### src/hdl/eft_pkg.sv
// types and constants of the ethertype filter table
// no dependencies
package eft_pkg;

    localparam int MAX_TYPES_DEF = 16;

    localparam int CMD_W    = 2;
    localparam int TYPE_W   = 16;
    localparam int TAG_W    = 8;
    localparam int STATUS_W = 16;
    localparam int CODE_W   = 2;
    localparam int COUNT_W  = 5;

    localparam logic [CMD_W-1:0] CMD_CONNECT    = 2'd0;
    localparam logic [CMD_W-1:0] CMD_DISCONNECT = 2'd1;
    localparam logic [CMD_W-1:0] CMD_CLASSIFY   = 2'd2;

    localparam logic [CODE_W-1:0] RES_OK      = 2'd0;
    localparam logic [CODE_W-1:0] RES_REFUSED = 2'd1;
    localparam logic [CODE_W-1:0] RES_BAD     = 2'd2;

    localparam logic [STATUS_W-1:0] BAD_MASK_RST = 16'h0001;

    typedef struct packed {
        logic [TYPE_W-1:0] ether_type;
        logic [TAG_W-1:0]  handler;
    } t_slot;

endpackage

### src/hdl/ethertype_filter_table.sv
// ethertype filter table: slot table memory, one shared compare unit, scan sequencer
// depends on eft_pkg
//
// Every command (connect, disconnect, classify) scans all MAX_TYPES slots, one
// slot per cycle read from the registered table memory and checked by the
// single compare unit, then finishes in its own state: busy stays high through
// the scan and the finish. The result is shown for exactly one cycle with
// o_result_stb, in the first cycle busy is low again, and a new command may
// start in that same cycle, so no new command is taken before the last one has
// finished. The receiver cannot stall the result. o_cfg_ready stays high and
// the mask register is sampled when a command finishes, so write it only while
// busy is low.
module ethertype_filter_table #(
    parameter int MAX_TYPES = eft_pkg::MAX_TYPES_DEF
) (
    input  logic                          i_clk,
    input  logic                          i_rst_n,
    input  logic                          start,
    output logic                          busy,
    input  logic [eft_pkg::CMD_W-1:0]     i_cmd,
    input  logic [eft_pkg::TYPE_W-1:0]    i_ether_type,
    input  logic [eft_pkg::TAG_W-1:0]     i_handler_tag,
    input  logic [eft_pkg::STATUS_W-1:0]  i_rx_status,
    input  logic                          i_cfg_valid,
    output logic                          o_cfg_ready,
    input  logic [eft_pkg::STATUS_W-1:0]  i_cfg_bad_status_mask,
    output logic                          o_result_stb,
    output logic [eft_pkg::CODE_W-1:0]    o_result_code,
    output logic [eft_pkg::TAG_W-1:0]     o_matched_handler,
    output logic [eft_pkg::COUNT_W-1:0]   o_entries_used
);

    localparam int IW = (MAX_TYPES > 1) ? $clog2(MAX_TYPES) : 1;
    localparam int CW = $clog2(MAX_TYPES + 1);
    localparam logic [IW-1:0] LAST = IW'(MAX_TYPES - 1);

    localparam logic [1:0] S_IDLE   = 2'd0;
    localparam logic [1:0] S_SCAN   = 2'd1;
    localparam logic [1:0] S_FINISH = 2'd2;

    logic [1:0] r_state, n_state;

    // command beat
    logic [eft_pkg::CMD_W-1:0]    r_cmd;
    logic [eft_pkg::TYPE_W-1:0]   r_type;
    logic [eft_pkg::TAG_W-1:0]    r_tag;
    logic [eft_pkg::STATUS_W-1:0] r_status;
    logic [eft_pkg::STATUS_W-1:0] r_bad_mask;

    // table
    eft_pkg::t_slot r_mem [MAX_TYPES];
    logic [MAX_TYPES-1:0] r_valid;
    logic [CW-1:0]        r_count;

    // scan pipeline
    logic           r_issue;
    logic [IW-1:0]  r_idx;
    logic           r_rd_vld;
    logic [IW-1:0]  r_rd_idx;
    eft_pkg::t_slot r_rd;

    logic                      r_found;
    logic [IW-1:0]             r_found_idx;
    logic [eft_pkg::TAG_W-1:0] r_hit_handler;
    logic                      r_free;
    logic [IW-1:0]             r_free_idx;

    // result
    logic                       r_out_stb;
    logic [eft_pkg::CODE_W-1:0] r_out_code;
    logic [eft_pkg::TAG_W-1:0]  r_out_handler;
    logic [CW-1:0]              r_out_count;

    logic [eft_pkg::CODE_W-1:0] n_out_code;
    logic [eft_pkg::TAG_W-1:0]  n_out_handler;
    logic [CW-1:0]              n_out_count;

    logic                       n_code_ok_conn;
    logic                       n_code_ok_disc;
    logic                       n_bad;
    logic                       n_hit;
    logic                       n_empty;
    logic [CW+eft_pkg::COUNT_W-1:0] cnt_ext;

    assign busy        = (r_state != S_IDLE);
    assign o_cfg_ready = 1'b1;

    assign n_hit   = r_rd_vld && r_valid[r_rd_idx] && (r_rd.ether_type == r_type);
    assign n_empty = r_rd_vld && !r_valid[r_rd_idx];

    assign n_code_ok_conn = !r_found && r_free;
    assign n_code_ok_disc = r_found;
    assign n_bad          = (r_status & r_bad_mask) != '0;

    always_comb begin
        n_state = r_state;
        case (r_state)
            S_IDLE: begin
                if (start) begin
                    n_state = S_SCAN;
                end
            end
            S_SCAN: begin
                if (r_rd_vld && (r_rd_idx == LAST)) begin
                    n_state = S_FINISH;
                end
            end
            S_FINISH: begin
                n_state = S_IDLE;
            end
            default: begin
                n_state = S_IDLE;
            end
        endcase
    end

    // result of the finishing command
    always_comb begin
        n_out_code    = eft_pkg::RES_REFUSED;
        n_out_handler = '0;
        n_out_count   = r_count;
        case (r_cmd)
            eft_pkg::CMD_CONNECT: begin
                if (n_code_ok_conn) begin
                    n_out_code  = eft_pkg::RES_OK;
                    n_out_count = r_count + CW'(1);
                end
            end
            eft_pkg::CMD_DISCONNECT: begin
                if (n_code_ok_disc) begin
                    n_out_code = eft_pkg::RES_OK;
                    if (r_count != '0) begin
                        n_out_count = r_count - CW'(1);
                    end
                end
            end
            eft_pkg::CMD_CLASSIFY: begin
                if (n_bad) begin
                    n_out_code = eft_pkg::RES_BAD;
                end else if (r_found) begin
                    n_out_code    = eft_pkg::RES_OK;
                    n_out_handler = r_hit_handler;
                end
            end
            default: begin
            end
        endcase
    end

    // control
    always_ff @(posedge i_clk) begin
        if (!i_rst_n) begin
            r_state    <= S_IDLE;
            r_issue    <= 1'b0;
            r_rd_vld   <= 1'b0;
            r_found    <= 1'b0;
            r_free     <= 1'b0;
            r_valid    <= '0;
            r_count    <= '0;
            r_out_stb  <= 1'b0;
            r_bad_mask <= eft_pkg::BAD_MASK_RST;
        end else begin
            r_state   <= n_state;
            r_out_stb <= (r_state == S_FINISH);
            if (i_cfg_valid) begin
                r_bad_mask <= i_cfg_bad_status_mask;
            end
            case (r_state)
                S_IDLE: begin
                    if (start) begin
                        r_issue <= 1'b1;
                        r_found <= 1'b0;
                        r_free  <= 1'b0;
                    end
                end
                S_SCAN: begin
                    r_rd_vld <= r_issue;
                    if (r_issue && (r_idx == LAST)) begin
                        r_issue <= 1'b0;
                    end
                    if (n_hit && !r_found) begin
                        r_found <= 1'b1;
                    end
                    if (n_empty && !r_free) begin
                        r_free <= 1'b1;
                    end
                end
                S_FINISH: begin
                    r_rd_vld <= 1'b0;
                    r_count  <= n_out_count;
                    case (r_cmd)
                        eft_pkg::CMD_CONNECT: begin
                            if (n_code_ok_conn) begin
                                r_valid[r_free_idx] <= 1'b1;
                            end
                        end
                        eft_pkg::CMD_DISCONNECT: begin
                            if (n_code_ok_disc) begin
                                r_valid[r_found_idx] <= 1'b0;
                            end
                        end
                        default: begin
                        end
                    endcase
                end
                default: begin
                end
            endcase
        end
    end

    // payload
    always_ff @(posedge i_clk) begin
        if ((r_state == S_IDLE) && start) begin
            r_cmd    <= i_cmd;
            r_type   <= i_ether_type;
            r_tag    <= i_handler_tag;
            r_status <= i_rx_status;
            r_idx    <= '0;
        end else if ((r_state == S_SCAN) && r_issue && (r_idx != LAST)) begin
            r_idx <= r_idx + IW'(1);
        end
        if (r_state == S_SCAN) begin
            if (n_hit && !r_found) begin
                r_found_idx   <= r_rd_idx;
                r_hit_handler <= r_rd.handler;
            end
            if (n_empty && !r_free) begin
                r_free_idx <= r_rd_idx;
            end
        end
        if (r_state == S_FINISH) begin
            r_out_code    <= n_out_code;
            r_out_handler <= n_out_handler;
            r_out_count   <= n_out_count;
        end
    end

    // slot table memory
    always_ff @(posedge i_clk) begin
        if ((r_state == S_SCAN) && r_issue) begin
            r_rd     <= r_mem[r_idx];
            r_rd_idx <= r_idx;
        end
        if ((r_state == S_FINISH) && (r_cmd == eft_pkg::CMD_CONNECT) && n_code_ok_conn) begin
            r_mem[r_free_idx] <= '{ether_type: r_type, handler: r_tag};
        end
    end

    assign cnt_ext           = {{eft_pkg::COUNT_W{1'b0}}, r_out_count};
    assign o_result_stb      = r_out_stb;
    assign o_result_code     = r_out_code;
    assign o_matched_handler = r_out_handler;
    assign o_entries_used    = cnt_ext[eft_pkg::COUNT_W-1:0];

endmodule

### config.mk
export PLATFORM = sky130hd
export DESIGN_NAME = ethertype_filter_table
export DESIGN_NICKNAME = d
export VERILOG_FILES = /design/src/hdl/eft_pkg.sv /design/src/hdl/ethertype_filter_table.sv
export SDC_FILE = /design/constraint.sdc
export NUM_CORES = 1
export LEC_CHECK = 0
export ABC_AREA = 1
export BUFFER_PORTS_ARGS = -buffer_cell sky130_fd_sc_hd__buf_4
export CORE_ASPECT_RATIO = 1.1
export CORE_UTILIZATION = 55
export DETAILED_ROUTE_END_ITERATION = 6
export PLACE_DENSITY = 0.72
export SETUP_SLACK_MARGIN = 0.1
export SYNTH_ARGS = -nofsm -noshare
export SYNTH_HDL_FRONTEND = slang
export SYNTH_SLANG_ARGS = --single-unit
### constraint.sdc
create_clock -name i_clk -period 5.7 [get_ports i_clk]
set_input_delay 1.14 -clock i_clk [delete_from_list [all_inputs] [get_ports i_clk]]
set_output_delay 1.14 -clock i_clk [all_outputs]
set_load 0.01 [all_outputs]
==> flow_summary_export.csv <==
group,metric,value,unit
status,outcome,"finished clean",
worst_setup_path,cp_data_arrival_time,3.65,ns
clock_tree,htree_levels,2,
yosys,synth-edff-count,485,
sta,skew,0.02949,ns
sta,slew_headroom,21.61,%
finish,insertedDiodeCount,0,
worst_setup_path,r2r.worst_path.cells,7,
sta,rsz0062_at_grt,"no",
global_routing,grt_pass1_wl,74130,µm
floorplan,dieArea,39280,µm²
worst_setup_path,cpPeakStageDelay,0.91,ns
yosys,ys_seq_area_share,73.34,%
worst_setup_path,cp_num_cells,7,
clock_tree,cts_tree,"yes",
drt,drt.antenna.violating_nets,0,
worst_setup_path,r2r-start,"r_state[0]",
clock_tree,clock_latency,0.60,ns
sta,fin_ws,2.306,ns
worst_setup_path,critPathLaunch,"r_state[0]",
sta,final-setup-viol-count,0,
sta,hold_violations,0,
placed_design,dp_slack,2.295,ns
yosys,ys_async_sr_fraction,0,%
yosys,avgSynthCellArea,12.38,µm²
power_and_ir_drop,vdd_ir_drop_max,0.2881,mV
global_routing,grt_overflow,0,
placed_design,gp_congestion,0.8952,
drt,drc,0,
hold_path,hp-start,"r_valid[1]",
finish,nets,1849,
floorplan,core,38010,µm²
finish,final_cell_mix,"edfxtp_1 (485), nor2_1 (282), nand2_1 (179)",
finish,stdcell_count,2321,
worst_setup_path,cp_max_fo,21,
sta,max_freq,0.2947,GHz
finish,area_growth_syn_to_layout,13.23,%
floorplan,start_util,55.70,%
finish,fillCellCount,2829,
drt,via_count,13620,
placed_design,placedCellCount,2226,
global_routing,grt.total_usage,24.91,%
clock_tree,numClockSinks,533,
placed_design,dp_hpwl,27550,µm
placed_design,io_buffer_count,78,
drt,wl_per_cell,20.89,µm
yosys,syn-num-nets,1779,
global_routing,grt_pass1_vias,13140,
clock_tree,cts-root-buf,"clkbuf_16",
power_and_ir_drop,powerDensity,420.9,nW/µm²
worst_setup_path,worstSetupEndpointType,"flop",
yosys,syn_inst,1710,
worst_setup_path,critPathLaunchType,"flop",
sta,finalCritPeriodShare,59.54,%
finish,multiInputGateArea,4867,µm²
yosys,ys_ff_latch,533,
floorplan,die_w,189.1,µm
sta,tightestPinTransition,1.169,ns
drt,dr.pass1.iters,7,
drt,viasPerCell,5.869,
finish,drive_gt1_share,12.85,%
floorplan,io-pin-count,80,
sta,slew_viol_final,0,
global_routing,grt_max_degree,100,
clock_tree,cts_max_path_buffers,3,
clock_tree,post_cts.resized_instances,0,
hold_path,holdCritPathClass,"flop to flop",
flow_run,drv_cap,0,
clock_tree,cts_inserted_buffers,52,
drt,wirelength,48480,µm
clock_tree,path_clk_slew,0.06,ns
power_and_ir_drop,p_leak,8.406,nW
clock_tree,postCtsSetupBuffers,0,
finish,seq_area,15530,µm²
yosys,syn_area,21170,µm²
worst_setup_path,crit_slowest_cell,"nor3_2",
hold_path,hold_depth,1,
yosys,ys_types,41,
worst_setup_path,crit_chain,"inv_1 > ha_1 > inv_2 > nor2_4 > inv_4 > nor3_2 > buf_4",
yosys,ys.warnings.count,0,
floorplan,die_h,207.8,µm
power_and_ir_drop,power.total,10.09,mW
sta,min_period,3.394,ns
drt,drtIter0Drc,1341,
worst_setup_path,critical_path_buf_inv_count,4,
yosys,synthFlopType,"edfxtp_1",
sta,setup_tns,0,ns
floorplan,placementRows,75,
worst_setup_path,critPathRequiredTime,5.95,ns
finish,final_common_cell,"edfxtp_1",
worst_setup_path,critPathKind,"flop to flop",
global_routing,antenna_found_initial,0,
worst_setup_path,crit_family,"simple AND/OR/NAND/NOR gates",
clock_tree,hold_buffers,0,
==> metrics by stage <==
stage | utilization (%) | instance area, µm² | hold slack (ns)
final | 63.07 | 23970 | 0.4670
after global routing | 63.07 | 23970 | 0.5019
after CTS | 63.07 | 23970 | 0.4704
after detailed placement | 58.37 | 22180 | 0.4547
after global placement | 58.37 | 22180 | 0.4388
after floorplan | - | 21170 | 0.4003
==> cells by family (layout without fill, tap and decap cells) <==
kind of cell / count (synthesis) / in the layout / synth area share (%)
adders and majority gates: 7 / 7 / 0.4137
xor gates and xnor gates: 1 / 1 / 0.04138
buffers and inverters: 190 / 301 / 4.108
and+or+nand+nor: 608 / 608 / 12.48
AOI/OAI and AO/OA: 370 / 370 / 9.605
other: 1 / 1 / 0.01771
DFF: 533 / 533 / 73.34
==> where the power goes <==
group | switching, mW | internal (mW) | total, mW | leakage (nW)
combinational | 1.13 | 0.526 | 1.66 | 2.76
sequential | 0.265 | 4.61 | 4.87 | 4.78
clock | 1.45 | 2.11 | 3.56 | 0.862
total | 2.84 | 7.25 | 10.1 | 8.41
==> synth_stat cells (6+ instances only) <==
cell type / n / area, µm²
ha_1: 7 / 87.58
nand3_1: 57 / 285.3
buf_2: 24 / 120.1
inv_1: 90 / 337.8
a211oi_1: 7 / 52.55
o22ai_1: 96 / 600.6
o21ai_1: 94 / 470.5
buf_6: 13 / 146.4
nand2_1: 179 / 671.9
buf_4: 6 / 45.04
nor3_1: 12 / 60.06
a21oi_1: 27 / 135.1
edfxtp_1: 485 / 14560
clkbuf_1: 39 / 146.4
o21ai_0: 132 / 660.6
nor2_1: 290 / 1089
dfxtp_1: 48 / 960.9
nor3_2: 15 / 150.1
inv_2: 11 / 41.29
nand4_1: 36 / 225.2
==> state kept, by name, summed over array words and instances (netlist names), 5 cells and up <==
| register | flops |
|---|---|
| r_count | 5 |
| o_matched_handler | 8 |
| r_mem | 384 |
| r_valid | 16 |
| r_status | 16 |
| r_tag | 8 |
| r_bad_mask | 16 |
| o_entries_used | 5 |
| r_rd | 24 |
| r_type | 16 |
| r_hit_handler | 8 |
==> routing by layer <==
metal / share of wire (%) / track usage [%] / wire, µm
met1: 42 / 34.14 / 20230
met2: 48 / 39.91 / 23100
met3: 7.5 / 4.041 / 3624
met4: 3.2 / 10.23 / 1532
met5: 0 / 0 / 0
==> final cells by class <==
| cell class | count | share of cell area, % |
|---|---|---|
| flip-flops and latches | 533 | 64.79 |
| multi-input cells | 987 | 20.30 |
| clock buffers | 63 | 5.820 |
| repair buffers | 101 | 3.163 |
| well taps | 500 | 2.610 |
| inverters | 105 | 1.676 |
| clock inverters | 32 | 1.639 |
==> final timing paths <==
path	to	slack [ns]
worst max register to register	r_mem[1][15]	2.31
worst max-delay path	r_mem[1][15]	2.31
worst min register to register	r_valid[1]	0.47
worst min-delay path	r_valid[1]	0.47
Note: power is estimated with default switching activity, not from simulation.
